$ cat src/vdic_pkg.sv
// Shared types and constants of the point-plot display controller.
// Used by vdic_step, vdic_outq and vector_display_iot_controller; no dependencies.
`default_nettype none

package vdic_pkg;

	// Field widths fixed by the machine word and the display.
	localparam int WORD_W  = 18;
	localparam int COORD_W = 10;
	localparam int INT_W   = 3;
	localparam int CNT_W   = 6;
	localparam int APER_W  = 6;
	localparam int RAD_W   = 10;

	// Phase codes of the plot sequencer.
	localparam logic [1:0] PH_IDLE = 2'd0;
	localparam logic [1:0] PH_DEFL = 2'd1;
	localparam logic [1:0] PH_DRAW = 2'd2;

	// Instruction decode patterns.
	localparam logic [10:0] APER_MASK  = 11'o3777;
	localparam logic [10:0] APER_CODE  = 11'o3407;
	localparam logic [3:0]  SDB_CODE   = 4'b0010;
	localparam logic [APER_W-1:0] APER_MIN = 6'd6;

	localparam logic [APER_W-1:0] APER_RESET = 6'd6;
	localparam logic [RAD_W-1:0]  RAD_RESET  = 10'd9;

	// Result queue geometry.
	localparam int QDEPTH = 4;
	localparam int QPTR_W = 2;
	localparam int QCNT_W = 3;

	typedef struct packed {
		logic lightpen;
		logic sdb;
		logic shift;
		logic twoscreen;
	} vdic_cfg_t;

	typedef struct packed {
		logic              req_type;
		logic              has_pulse;
		logic              wants_completion;
		logic [WORD_W-1:0] instr_word;
		logic [WORD_W-1:0] ac_word;
		logic [WORD_W-1:0] io_word;
	} vdic_in_t;

	typedef struct packed {
		logic [1:0]         phase;
		logic [CNT_W-1:0]   countdown;
		logic [COORD_W-1:0] cur_x;
		logic [COORD_W-1:0] cur_y;
		logic [INT_W-1:0]   cur_int;
		logic               pending;
		logic [APER_W-1:0]  aperture;
		logic [RAD_W-1:0]   radius_sq;
	} vdic_state_t;

	typedef struct packed {
		logic               dot_valid;
		logic               screen;
		logic [COORD_W-1:0] dot_x;
		logic [COORD_W-1:0] dot_y;
		logic [INT_W-1:0]   dot_intensity;
		logic               pen_check;
		logic [RAD_W-1:0]   pen_radius_sq;
		logic               complete_pulse;
		logic               clear_pen_flag;
		logic               last;
	} vdic_res_t;

endpackage

`default_nettype wire

$ cat src/vdic_step.sv
// Next-state and result decode for one word of the display controller.
// Depends on vdic_pkg.
`default_nettype none

module vdic_step #(
	parameter int MOVE_TICKS = 30,
	parameter int DRAW_TICKS = 5
) (
	input  wire vdic_pkg::vdic_cfg_t   cfg,
	input  wire vdic_pkg::vdic_in_t    item,
	input  wire vdic_pkg::vdic_state_t cur,
	output vdic_pkg::vdic_state_t      nxt,
	output logic [1:0]                 nres,
	output vdic_pkg::vdic_res_t        res0,
	output vdic_pkg::vdic_res_t        res1
);

	localparam logic [vdic_pkg::CNT_W-1:0] MOVE_CNT = vdic_pkg::CNT_W'(MOVE_TICKS);
	localparam logic [vdic_pkg::CNT_W-1:0] DRAW_CNT = vdic_pkg::CNT_W'(DRAW_TICKS);

	logic [vdic_pkg::CNT_W-1:0]   cnt_dec;
	logic                         two;
	logic                         pend_acc;
	logic                         aper_hit;
	logic                         sdb_hit;
	logic                         no_wait;
	logic [vdic_pkg::APER_W-1:0]  aper_new;
	logic [vdic_pkg::APER_W-2:0]  half;
	logic [vdic_pkg::COORD_W-1:0] lx;
	logic [vdic_pkg::COORD_W-1:0] ly;
	logic [9:0]                   bit9;

	always_comb begin
		cnt_dec  = cur.countdown - 1'b1;
		two      = cfg.twoscreen & cur.cur_int[2];
		pend_acc = cur.pending | item.wants_completion;
		aper_hit = cfg.lightpen &&
			((item.instr_word[10:0] & vdic_pkg::APER_MASK) == vdic_pkg::APER_CODE);
		sdb_hit  = cfg.sdb && (item.instr_word[12:9] == vdic_pkg::SDB_CODE);
		no_wait  = aper_hit | sdb_hit;
		aper_new = (item.io_word[5:0] < vdic_pkg::APER_MIN) ? vdic_pkg::APER_MIN
			: item.io_word[5:0];
		half     = aper_new[vdic_pkg::APER_W-1:1];
		bit9     = 10'b10_0000_0000;
		lx       = item.ac_word[17:8];
		ly       = item.io_word[17:8];
		if (cfg.shift && !cfg.sdb) begin
			if (item.instr_word[9])  ly = ly ^ bit9;
			if (item.instr_word[10]) lx = lx ^ bit9;
		end

		nxt  = cur;
		nres = 2'd0;
		res0 = '0;
		res1 = '0;
		res0.pen_radius_sq = cur.radius_sq;
		res0.last          = 1'b1;

		if (item.req_type) begin
			// Microsecond tick.
			if (cur.countdown != '0) begin
				nxt.countdown = cnt_dec;
				if (cnt_dec == '0) begin
					if (cur.phase == vdic_pkg::PH_DEFL) begin
						nxt.phase     = vdic_pkg::PH_DRAW;
						nxt.countdown = DRAW_CNT;
					end else begin
						nxt.phase   = vdic_pkg::PH_IDLE;
						nxt.pending = 1'b0;
						nres        = two ? 2'd2 : 2'd1;
						res0.dot_valid      = 1'b1;
						res0.dot_x          = cur.cur_x;
						res0.dot_y          = cur.cur_y;
						res0.dot_intensity  = cur.cur_int;
						res0.pen_check      = cfg.lightpen;
						res0.complete_pulse = two ? 1'b0 : cur.pending;
						res0.last           = ~two;
						res1 = res0;
						res1.screen         = 1'b1;
						res1.dot_intensity  = {1'b0, cur.cur_int[1:0]};
						res1.pen_check      = 1'b0;
						res1.complete_pulse = cur.pending;
						res1.last           = 1'b1;
						if (two) nxt.cur_int = {1'b0, cur.cur_int[1:0]};
					end
				end
			end
		end else begin
			nres        = 2'd1;
			nxt.pending = pend_acc;
			if (!item.has_pulse) begin
				// Clear coordinates; the scheduled countdown keeps running.
				nxt.cur_x   = '0;
				nxt.cur_y   = '0;
				nxt.cur_int = '0;
				nxt.phase   = vdic_pkg::PH_DRAW;
				res0.clear_pen_flag = cfg.lightpen;
			end else begin
				if (aper_hit) begin
					nxt.aperture  = aper_new;
					nxt.radius_sq = vdic_pkg::RAD_W'(half) * vdic_pkg::RAD_W'(half);
				end else begin
					nxt.cur_x   = lx;
					nxt.cur_y   = ly;
					nxt.cur_int = item.instr_word[8:6];
				end
				if (no_wait) begin
					nxt.phase     = vdic_pkg::PH_IDLE;
					nxt.countdown = '0;
					nxt.pending   = 1'b0;
					res0.complete_pulse = pend_acc;
				end else begin
					nxt.phase     = vdic_pkg::PH_DEFL;
					nxt.countdown = MOVE_CNT;
				end
				res0.pen_radius_sq = nxt.radius_sq;
			end
		end
	end

endmodule

`default_nettype wire

$ cat src/vdic_outq.sv
// Result queue of the display controller: takes up to two words a cycle, gives one.
// Depends on vdic_pkg.
`default_nettype none

module vdic_outq (
	input  wire                       clk,
	input  wire                       arst_n,
	input  wire [1:0]                 wr_n,
	input  wire vdic_pkg::vdic_res_t  wr0,
	input  wire vdic_pkg::vdic_res_t  wr1,
	input  wire                       pop,
	output logic                      not_empty,
	output logic                      room2,
	output vdic_pkg::vdic_res_t       head,
	output logic [vdic_pkg::QCNT_W-1:0] count
);

	vdic_pkg::vdic_res_t            mem_q [vdic_pkg::QDEPTH];
	logic [vdic_pkg::QPTR_W-1:0]    wr_ptr_q;
	logic [vdic_pkg::QPTR_W-1:0]    rd_ptr_q;
	logic [vdic_pkg::QCNT_W-1:0]    cnt_q;
	logic [vdic_pkg::QPTR_W-1:0]    wr_ptr1;

	function automatic logic [vdic_pkg::QPTR_W-1:0] QPTR_STEP(input logic [1:0] n);
		QPTR_STEP = vdic_pkg::QPTR_W'(n);
	endfunction

	assign wr_ptr1   = wr_ptr_q + 1'b1;
	assign not_empty = (cnt_q != '0);
	assign room2     = (cnt_q <= vdic_pkg::QCNT_W'(vdic_pkg::QDEPTH - 2));
	assign head      = mem_q[rd_ptr_q];
	assign count     = cnt_q;

	always_ff @(posedge clk) begin
		if (wr_n != 2'd0) mem_q[wr_ptr_q] <= wr0;
		if (wr_n == 2'd2) mem_q[wr_ptr1] <= wr1;
	end

	always_ff @(posedge clk or negedge arst_n) begin
		if (!arst_n) begin
			wr_ptr_q <= '0;
			rd_ptr_q <= '0;
			cnt_q    <= '0;
		end else begin
			wr_ptr_q <= wr_ptr_q + QPTR_STEP(wr_n);
			if (pop) rd_ptr_q <= rd_ptr_q + 1'b1;
			cnt_q <= cnt_q + {1'b0, wr_n} - {{(vdic_pkg::QCNT_W-1){1'b0}}, pop};
		end
	end

endmodule

`default_nettype wire

$ cat src/vector_display_iot_controller.sv
// Top level of the point-plot display controller: input register, plot state,
// configuration port and result queue. Depends on vdic_pkg, vdic_step, vdic_outq.
//
//  channel   direction  handshake            payload
//  input     in         in_valid / in_stall  req_type .. io_word (one word per access/tick)
//  output    out        out_valid / out_stall dot_valid .. last (0 to 2 words per input)
//  config    in/out     APB psel/penable     paddr[3:2] selects the enable bit
//
// An input word is taken into a register and, once the queue has room for two
// results, one pass of decode logic updates the plot state and pushes zero,
// one or two result words into a four-entry queue; a word can be taken every
// cycle while in_stall is low, and its results reach the output from the queue head.
// in_stall rises only while the registered word waits for two free queue
// entries, so a stalled output side holds back the input once three or four
// words that cause results have been accepted.
// Reset clears the enables, the sequencer to idle with no countdown, the
// coordinates, the pending completion, and sets the aperture to six and the radius square to nine.
`default_nettype none

module vector_display_iot_controller #(
	parameter int MOVE_TICKS = 30,
	parameter int DRAW_TICKS = 5
) (
	input  wire         clk,
	input  wire         arst_n,

	input  wire         in_valid,
	output logic        in_stall,
	input  wire         req_type,
	input  wire         has_pulse,
	input  wire         wants_completion,
	input  wire  [17:0] instr_word,
	input  wire  [17:0] ac_word,
	input  wire  [17:0] io_word,

	output logic        out_valid,
	input  wire         out_stall,
	output logic        dot_valid,
	output logic        screen,
	output logic [9:0]  dot_x,
	output logic [9:0]  dot_y,
	output logic [2:0]  dot_intensity,
	output logic        pen_check,
	output logic [9:0]  pen_radius_sq,
	output logic        complete_pulse,
	output logic        clear_pen_flag,
	output logic        last,

	input  wire         psel,
	input  wire         penable,
	input  wire         pwrite,
	input  wire  [3:0]  paddr,
	input  wire  [31:0] pwdata,
	output logic [31:0] prdata,
	output logic        pready
);

	// Register indexes on paddr[3:2].
	localparam logic [1:0] REG_LIGHTPEN  = 2'd0;
	localparam logic [1:0] REG_SDB       = 2'd1;
	localparam logic [1:0] REG_SHIFT     = 2'd2;
	localparam logic [1:0] REG_TWOSCREEN = 2'd3;

	vdic_pkg::vdic_cfg_t   cfg_q;
	vdic_pkg::vdic_state_t st_q;
	vdic_pkg::vdic_state_t st_nxt;
	vdic_pkg::vdic_in_t    item_s1;
	logic                  valid_s1;

	logic [1:0]            nres;
	vdic_pkg::vdic_res_t   res0;
	vdic_pkg::vdic_res_t   res1;
	vdic_pkg::vdic_res_t   head;
	logic                  q_not_empty;
	logic                  q_room2;
	logic [vdic_pkg::QCNT_W-1:0] q_count;
	logic                  advance;
	logic                  take_in;
	logic                  pop;
	logic                  cfg_wr;
	logic [1:0]            wr_n;

	// Configuration port: zero wait states, one enable bit per register.
	assign pready = 1'b1;
	assign cfg_wr = psel & penable & pwrite;

	always_comb begin
		prdata = '0;
		case (paddr[3:2])
			REG_LIGHTPEN:  prdata[0] = cfg_q.lightpen;
			REG_SDB:       prdata[0] = cfg_q.sdb;
			REG_SHIFT:     prdata[0] = cfg_q.shift;
			REG_TWOSCREEN: prdata[0] = cfg_q.twoscreen;
			default:       prdata[0] = 1'b0;
		endcase
	end

	always_ff @(posedge clk or negedge arst_n) begin
		if (!arst_n) begin
			cfg_q <= '0;
		end else if (cfg_wr) begin
			case (paddr[3:2])
				REG_LIGHTPEN:  cfg_q.lightpen  <= pwdata[0];
				REG_SDB:       cfg_q.sdb       <= pwdata[0];
				REG_SHIFT:     cfg_q.shift     <= pwdata[0];
				REG_TWOSCREEN: cfg_q.twoscreen <= pwdata[0];
				default:       cfg_q <= cfg_q;
			endcase
		end
	end

	// The registered word is decoded when the queue can take its worst case
	// of two results; otherwise it waits and the input side is stalled.
	assign advance  = valid_s1 & q_room2;
	assign in_stall = valid_s1 & ~q_room2;
	assign take_in  = in_valid & ~in_stall;

	always_ff @(posedge clk or negedge arst_n) begin
		if (!arst_n) begin
			valid_s1 <= 1'b0;
		end else if (take_in) begin
			valid_s1 <= 1'b1;
		end else if (advance) begin
			valid_s1 <= 1'b0;
		end
	end

	always_ff @(posedge clk) begin
		if (take_in) begin
			item_s1.req_type         <= req_type;
			item_s1.has_pulse        <= has_pulse;
			item_s1.wants_completion <= wants_completion;
			item_s1.instr_word       <= instr_word;
			item_s1.ac_word          <= ac_word;
			item_s1.io_word          <= io_word;
		end
	end

	vdic_step #(
		.MOVE_TICKS (MOVE_TICKS),
		.DRAW_TICKS (DRAW_TICKS)
	) u_step (
		.cfg  (cfg_q),
		.item (item_s1),
		.cur  (st_q),
		.nxt  (st_nxt),
		.nres (nres),
		.res0 (res0),
		.res1 (res1)
	);

	always_ff @(posedge clk or negedge arst_n) begin
		if (!arst_n) begin
			st_q.phase     <= vdic_pkg::PH_IDLE;
			st_q.countdown <= '0;
			st_q.cur_x     <= '0;
			st_q.cur_y     <= '0;
			st_q.cur_int   <= '0;
			st_q.pending   <= 1'b0;
			st_q.aperture  <= vdic_pkg::APER_RESET;
			st_q.radius_sq <= vdic_pkg::RAD_RESET;
		end else if (advance) begin
			st_q <= st_nxt;
		end
	end

	assign wr_n = advance ? nres : 2'd0;
	assign pop  = q_not_empty & ~out_stall;

	vdic_outq u_outq (
		.clk       (clk),
		.arst_n    (arst_n),
		.wr_n      (wr_n),
		.wr0       (res0),
		.wr1       (res1),
		.pop       (pop),
		.not_empty (q_not_empty),
		.room2     (q_room2),
		.head      (head),
		.count     (q_count)
	);

	assign out_valid      = q_not_empty;
	assign dot_valid      = head.dot_valid;
	assign screen         = head.screen;
	assign dot_x          = head.dot_x;
	assign dot_y          = head.dot_y;
	assign dot_intensity  = head.dot_intensity;
	assign pen_check      = head.pen_check;
	assign pen_radius_sq  = head.pen_radius_sq;
	assign complete_pulse = head.complete_pulse;
	assign clear_pen_flag = head.clear_pen_flag;
	assign last           = head.last;

	// The queue never holds more words than it has entries.
	a_queue_bound: assert property (@(posedge clk) disable iff (!arst_n)
		q_count <= vdic_pkg::QCNT_W'(vdic_pkg::QDEPTH))
		else $error("result queue overflow");

	// A running countdown always belongs to a deflection or draw phase.
	a_count_phase: assert property (@(posedge clk) disable iff (!arst_n)
		(st_q.countdown != '0) |-> (st_q.phase != vdic_pkg::PH_IDLE))
		else $error("countdown running while idle");

	// Two results from one word only come from a two-screen dot.
	a_two_screen: assert property (@(posedge clk) disable iff (!arst_n)
		(wr_n == 2'd2) |-> (cfg_q.twoscreen && item_s1.req_type))
		else $error("second dot without two-screen mode");

	// A stalled input is always backed by a held word in the input register.
	a_stall_held: assert property (@(posedge clk) disable iff (!arst_n)
		in_stall |=> valid_s1)
		else $error("input stalled with empty input register");

endmodule

`default_nettype wire
$ cat config.mk
export PLATFORM = sky130hd
export DESIGN_NAME = vector_display_iot_controller
export DESIGN_NICKNAME = d
export VERILOG_FILES = /design/src/vdic_pkg.sv /design/src/vdic_step.sv /design/src/vdic_outq.sv /design/src/vector_display_iot_controller.sv
export SDC_FILE = /design/constraint.sdc
export NUM_CORES = 1
export LEC_CHECK = 0
export ABC_AREA = 1
export BUFFER_PORTS_ARGS = -buffer_cell sky130_fd_sc_hd__buf_2
export CORE_MARGIN = 2
export CORE_UTILIZATION = 40
export DETAILED_ROUTE_END_ITERATION = 8
export PLACE_DENSITY = 0.64
export SLEW_MARGIN = 20
export SYNTH_ARGS = -nofsm -noshare
export SYNTH_HDL_FRONTEND = slang
export SYNTH_HIERARCHICAL = 1
export SYNTH_SLANG_ARGS = --single-unit
$ cat constraint.sdc
create_clock -name clk -period 4 [get_ports clk]
set_clock_uncertainty 0.15 [all_clocks]
set_input_delay 0 -clock clk [delete_from_list [all_inputs] [get_ports clk]]
set_output_delay 0 -clock clk [all_outputs]
set_load 0.02 [all_outputs]
# After elaboration in Yosys (flattened, before gate mapping)
# Memories as Yosys holds them, arrays and structs flattened.
# Cells that the tools add are included.
# classes
addsub	6
n_mul	1
div_mod_pow	0
order_cmp	2
n_eq_ne	13
shift	0
n_mux	62
bitwise_logic	16
reduce_logical	22
# ops
operator	n
$mux 39	4
$mux 24	4
$mux 10	5
$mux 23	2
$mux 8	3
$mux 1	23
$mux 6	3
$mux 17	1
$mux 16	1
$mux 2	8
$mux 4	4
$reduce_and 3->1	4
$eq 11x11->1 const B	1
$mux 11	1
$mul 5x5->10	1
$reduce_and 2->1	4
$reduce_and 4->1	2
$and 1x1->1	7
$mux 7	1
$not 1->1	7
$eq 2x2->1 const B	3
$logic_not 6->1	1
$lt 6x3->1 const B	1
$ne 2x1->1 const B	3
other kinds (20)	28
# word_totals
register_bits	112
latch_bits	0
ramBits	156
mem_bits_ro	0
inputBits	100
out_inout_bits	74
elab_cells	146
n_memories	1
# memory_table
name	words	width	read_ports	rd_ports_with_merged_regs	write_ports	line_no	source
u_outq.mem_q	4	39	1	0	2	vdic_outq.sv:18	vdic_pkg::vdic_res_t mem_q [vdic_pkg::QDEPTH];

# Longest topological paths before layout
# Gate-level depths: netlist of the first run.
# logic_depth
depth_word	10
depth_mapped	23
ltp_nobuf	22

# Modules after synthesis
# Netlist of the first run, hierarchy kept.
# modules_own_cells
mod	n_inst	cells_each	area_per_inst_um2	seq_area_each_um2
vdic_outq	1	1147	9017.4	4859.7
vector_display_iot_controller	1	349	4194.0	3042.9
vdic_step	1	426	2239.6	0.0

# Least setup slack after synthesis of the first run
# No wires, ideal clock.
# synth_path
path_type	reg2reg
start	reg u_outq.cnt_q, in the netlist u_outq/count[1]
end	reg item_s1[0] (netlist bit) (enable)
setup_ns	0.472
arrival_time_ns	3.348
required_time_ns	3.378
slack_ns	0.030
stages_incl_launch_ff	8
n_path_buf	2
synth_period_minus_slack_ns	3.970
path_cell_list	dfrtp_1 > a21oi_1 > buf_6 > buf_6 > inv_1 > nand2_1 > inv_2 > nor2_1
# synth_via
elab_chain_len	5
# synth_rtl
element	line_no	source
from (decl)	vdic_outq.sv:21	logic [vdic_pkg::QCNT_W-1:0] cnt_q;
from (signal assigned)	vdic_outq.sv:47	cnt_q <= cnt_q + {1'b0, wr_n} - {{(vdic_pkg::QCNT_W-1){1'b0}}, pop};
$le 3x2->1	vdic_outq.sv:30	assign room2 = (cnt_q <= vdic_pkg::QCNT_W'(vdic_pkg::QDEPTH - 2));
net q_room2	vector_display_iot_controller.sv:75	logic q_room2;
$not 1->1	vector_display_iot_controller.sv:115	assign in_stall = valid_s1 & ~q_room2;
$and 1x1->1	vector_display_iot_controller.sv:115	
net in_stall	vector_display_iot_controller.sv:28	output logic in_stall,
$not 1->1	vector_display_iot_controller.sv:116	assign take_in = in_valid & ~in_stall;
$and 1x1->1	vector_display_iot_controller.sv:116	
net take_in	vector_display_iot_controller.sv:78	logic take_in;
to (decl)	vector_display_iot_controller.sv:67	vdic_pkg::vdic_in_t item_s1;
# The timed path passes the listed nets, and every way through them passes these cells.
# A chain may end at the register's enable or synchronous reset.

==> impl_metrics.yaml, run 1 <==
cells_and_area:
  nFillCells: 3504
  fin_util_pct: 46.1
  antennaDiodeCount: 0
  layout_common_cells: "735 x nand2_1, 286 x nand3_1, 224 x inv_1, 197 x edfxtp_1, 92 x buf_2"
  design_area_mm2: 0.0168
  fin_nets: 2079
  drive_above_1_share_pct: 14.0
  final_common_cell: "nand2_1"
  area_growth_pct: 14.1
floorplanning:
  fp.dieH_um: 196
  fp-row-count: 70
  core_mm2: 0.0363
  start_util_pct: 40.4
  die_area_mm2: 0.0383
  pin_count: 174
  fp.dieW_um: 196
clock_tree:
  cts_sinks: 251
  cts_buffers: 27
  clkSlewWorstSetupHoldPaths_ps: 60
  cts_max_level: 1
  clk_latency_ps: 540
  cts_root_buf: "clkbuf_16"
  cts_tree: "built"
  clockBufferDepth: 3
drt:
  drt_iter0_markers: 934
  finalWirelength_um: 37700
  vias: 11961
  route.met3.wl_um: 2460
  wire_per_inst_um: 15.4
  viasPerCell: 4.89
  drtPass1Iterations: 5
  wl_met1_um: 16000
  top_layer: "met4"
  wl_met2_um: 18400
  detail-route-antenna-nets: 0
  post-route-drc-count: 0
sta:
  tightest_slew_ps: 920
  setup_viol: 0
  drv_slew: 0
  rsz0062_at_grt: "no"
  hold_violations: 0
  slew_headroom_pct: 38.6
  fin_crit_ps: 3760
  finalSetupTns_ps: 0
  post-route-period-util_pct: 94.1
  fmax_mhz: 266
global_route:
  grt_pass1_wl_um: 61900
  grt_pass1_vias: 11870
  grt_usage_pct: 20.1
  antenna_found_initial: 0
  grt_start_max_net_pins: 77
  grt_overflow: 0
synth:
  netlist_instances: 1869
  syn_area_mm2: 0.0147
  ys_warn_count: 6
  syn_area_per_cell_um2: 7.86
min_path:
  hp-class: "in -> reg"
place:
  place_area_mm2: 0.0152
  place.gp.congestion: 0.875
  io_buffers: 92
  hpwl_um: 23200
power_and_ir_drop:
  cellPowerDensity_mw_per_mm2: 623
  peakVddDrop_mv: 0.283
  total_power_uw: 10400
  p_leak_uw: 0.00823
setup_path:
  path_delay_family: "adder cells"
  worstPathMaxFanout: 5
  cp_num_buf_inv: 6
  worstPathCellList: "inv_1, nand2_1, inv_1, nor2_2, nor2_2, fa_1, inv_1, fa_1, inv_1, ha_1, a21o_1, ha_4, inv_1, o21bai_1, a21boi_1, nand2_1, nand2_1, nand3_1, nand2_1, inv_1, nand2_1, nand2_1"
  cp.arrival_ps: 3910
  worstPathRequired_ps: 4140
  critPathKind: "reg -> reg"
  cp-start-kind: "register"
  cp_slowest_cell: "fa_1"
  crit_path_max_incr_delay_ps: 540
  endpoint_kind: "register"
outcome:
  status: "complete, no violations"
run:
  cap_violations: 0
layer usage:
metal	global-route usage (%)	vias up
li1	-	5949
met2	35.4	411
met5	0	-
met3	2.30	68
met4	6.73	0
met1	25.9	5533
metrics by stage:
step           cells  setup WS (ps)  hold WS, ps
3_3_place_gp    2331            133        -72.1
4_1_cts         2445           21.8         1.46
6_report        2447            235         22.4
3_5_place_dp    2331           37.5        -66.5
5_1_grt         2447           7.40         12.0
2_1_floorplan   1902           31.9         -446
sequential cells by signal, indices dropped and copies added (netlist names):
register and flops:
u_outq/wr_ptr_q 2, item_s1 41, u_outq/mem_q 156, cfg_q 4
valid_s1 1, u_outq/rd_ptr_q 2, st_q 42, u_outq/count 3
final timing paths:
kind / slack, ps / start / cells past startpoint / endpoint
worst max-delay path: 240 / item_s1[3] / 22 / u_outq/mem_q[3][12]
worst min-delay path: 20 / io_word[2] / 2 / item_s1[2]
worst max register to register: 240 / item_s1[3] / 22 / u_outq/mem_q[3][12]
worst min register to register: 310 / st_q[3] / 2 / st_q[3]
max in group asynchronous: 2860 / arst_n / 4 / st_q[3]
min in group asynchronous: 420 / arst_n / 4 / st_q[38]
worst reg2reg max path, delay by kind of cell, from the launching register on:
| family | cells | cell delay, ps |
|---|---|---|
| AO/OA/AOI/OAI | 3 | 500 |
| buffers and inverters | 6 | 380 |
| adder cells (fa/ha/maj) | 4 | 1440 |
| AND/OR/NAND/NOR | 9 | 670 |
| flip-flops | 1 | 350 |
where the power goes:
| part | leakage, uW | switching [uW] | internal, uW |
|---|---|---|---|
| Sequential | 0.00254 | 348 | 3360 |
| Combinational | 0.00526 | 2940 | 1260 |
| Clock | 0.000432 | 1050 | 1480 |
timing repair:
item                       4_1_cts  5_1_grt
hold endpoints to repair       122        0
setup buffers                    0        2
gates resized for setup          0       11
hold buffers                    65        0
setup endpoints to repair        0      163
cell type report:
class / count / area (um^2) / share of cell area [%]
sequential: 251 / 7270 / 43.4
timing repair buffer: 200 / 1460 / 8.71
inverter: 228 / 856 / 5.11
tap: 468 / 586 / 3.49
clock buffer: 37 / 733 / 4.37
multi-input combinational: 1251 / 5710 / 34.1
clock inverter: 12 / 145 / 0.866
(Power assumes the default switching activity.)
==> run 2: changes to the inputs <==
- CTS_CLUSTER_SIZE: not set -> 30
- HOLD_SLACK_MARGIN: not set -> 0.08
==> impl_metrics.yaml, run 2 (synthesis results as in run 1) <==
cells_and_area:
  drive_above_1_share_pct: 13.8
  final_common_cell: "nand2_1"
  layout_common_cells: "735 x nand2_1, 286 x nand3_1, 224 x inv_1, 197 x edfxtp_1, 98 x dlygate4sd3_1"
  antennaDiodeCount: 0
  fin_nets: 2113
  largest_register: "u_outq/mem_q"
  largest_reg_flops: 156
  area_growth_pct: 16.5
  reg_top3: "u_outq/mem_q: 156 flops, st_q: 42 flops, item_s1: 41 flops"
  final_cells: 2481
global_route:
  grt_start_max_net_pins: 77
  grt_overflow: 0
  grt_pass1_wl_um: 62100
  grt_usage_pct: 20.2
  grt_pass1_vias: 11998
  antenna_found_initial: 0
floorplanning:
  fp.dieW_um: 196
  core_mm2: 0.0363
  die_area_mm2: 0.0383
  fp-row-count: 70
  fp.dieH_um: 196
  pin_count: 174
  start_util_pct: 40.4
power_and_ir_drop:
  cellPowerDensity_mw_per_mm2: 612
  peakVddDrop_mv: 0.281
  p_leak_uw: 0.00837
clock_tree:
  clk_latency_ps: 530
  clockBufferDepth: 3
  clkSlewWorstSetupHoldPaths_ps: 60
  cts_sinks: 251
  cts_root_buf: "clkbuf_16"
  cts_max_level: 1
  cts_buffers: 27
  cts_tree: "built"
min_path:
  hp-class: "in -> reg"
setup_path:
  crit_path_max_incr_delay_ps: 540
  endpoint_kind: "register"
  path_delay_family: "adder cells"
  worstPathCellList: "inv_1, nand2_1, inv_1, nor2_2, nor2_2, fa_1, inv_1, fa_1, inv_1, ha_1, a21o_1, ha_4, nand2_2, nand2_2, nand2_1, nand3_1, xnor2_1, mux2i_2, nand2_1, nand2_1"
  worstPathRequired_ps: 4260
  cp_slowest_cell: "fa_1"
  critPathKind: "reg -> reg"
  cp-start-kind: "register"
  cp.arrival_ps: 4040
  worstPathMaxFanout: 5
  cp_num_buf_inv: 4
sta:
  rsz0062_at_grt: "no"
  fmax_mhz: 265
  post-route-period-util_pct: 94.5
  hold_violations: 0
  fin_crit_ps: 3780
  tightest_slew_ps: 933
  slew_headroom_pct: 37.8
  finalSetupTns_ps: 0
  drv_slew: 0
  setup_viol: 0
place:
  io_buffers: 92
  dpl.cell_count: 2331
  hpwl_um: 23200
  place.gp.congestion: 0.875
drt:
  wire_per_inst_um: 15.3
  detail-route-antenna-nets: 0
  viasPerCell: 4.90
  drt_iter0_markers: 885
  drtPass1Iterations: 5
  finalWirelength_um: 37900
  post-route-drc-count: 0
  vias: 12152
run:
  cap_violations: 0
outcome:
  status: "complete, no violations"
-- run 2: path summary, 6_finish.rpt --
check                      startpoint             endpoint  slack, ps  cells past startpoint
max                        item_s1[3]  u_outq/mem_q[2][11]        220                     20
min                          in_valid             valid_s1        110                      4
max reg2reg                item_s1[3]  u_outq/mem_q[2][11]        220                     20
min reg2reg                   st_q[3]              st_q[3]        310                      2
max in group asynchronous      arst_n              st_q[3]       2860                      4
min in group asynchronous      arst_n             st_q[38]        420                      4
-- run 2: worst reg2reg max path: cells and delay by family (launching register included) --
| kind | cells | cell delay, ps |
|---|---|---|
| compound gates | 1 | 210 |
| xor+xnor | 1 | 150 |
| fa+ha+maj | 4 | 1570 |
| buf+inv | 4 | 230 |
| flops | 1 | 350 |
| mux | 1 | 290 |
| simple gates | 9 | 720 |
-- run 2: where the power goes --
group	internal [uW]	switching, uW	leakage, uW	total, uW
Combinational	1290	2950	0.00540	4230
Sequential	3360	349	0.00254	3710
Clock	1480	1050	0.000432	2520
-- run 2: final cells by class --
class                   instances  area (um^2)
fillers                      3474        19200
flip-flops and latches        251         7270
multi-input cells            1251         5710
repair buffers                234         1800
inverters                     228          856
clock buffers                  37          733
well taps                     468          586
clock inverters                12          145
-- run 2: per-stage QoR --
step | util (%) | power (uW) | worst slack, ps | cell area, um^2 | hold slack [ps]
floorplan | - | 6570 | 31.9 | 14800 | -446
global placement | 41.7 | 7790 | 133 | 15200 | -72.1
detailed placement | 41.7 | 7880 | 37.5 | 15200 | -66.5
CTS | 46.9 | 10500 | 21.8 | 17000 | 86.1
global route | 47.1 | 11100 | 5.38 | 17100 | 131
finish | 47.1 | 10500 | 222 | 17100 | 108
-- run 2: per-layer routing --
metal  GRT usage, %  vias up  wire (um)
met4           6.53        0        868
met3           2.28       63       2580
met5              0        -          0
met1           25.8     5632      15900
met2           35.8      443      18600
li1               -     6014          -
-- run 2: timing repair --
action | in CTS | in global routing
endpoints found under the setup margin | 0 | 163
buffers inserted | 0 | 2
hold buffers | 99 | 0
endpoints found under the hold margin | 122 | 0
resized for setup | 0 | 11
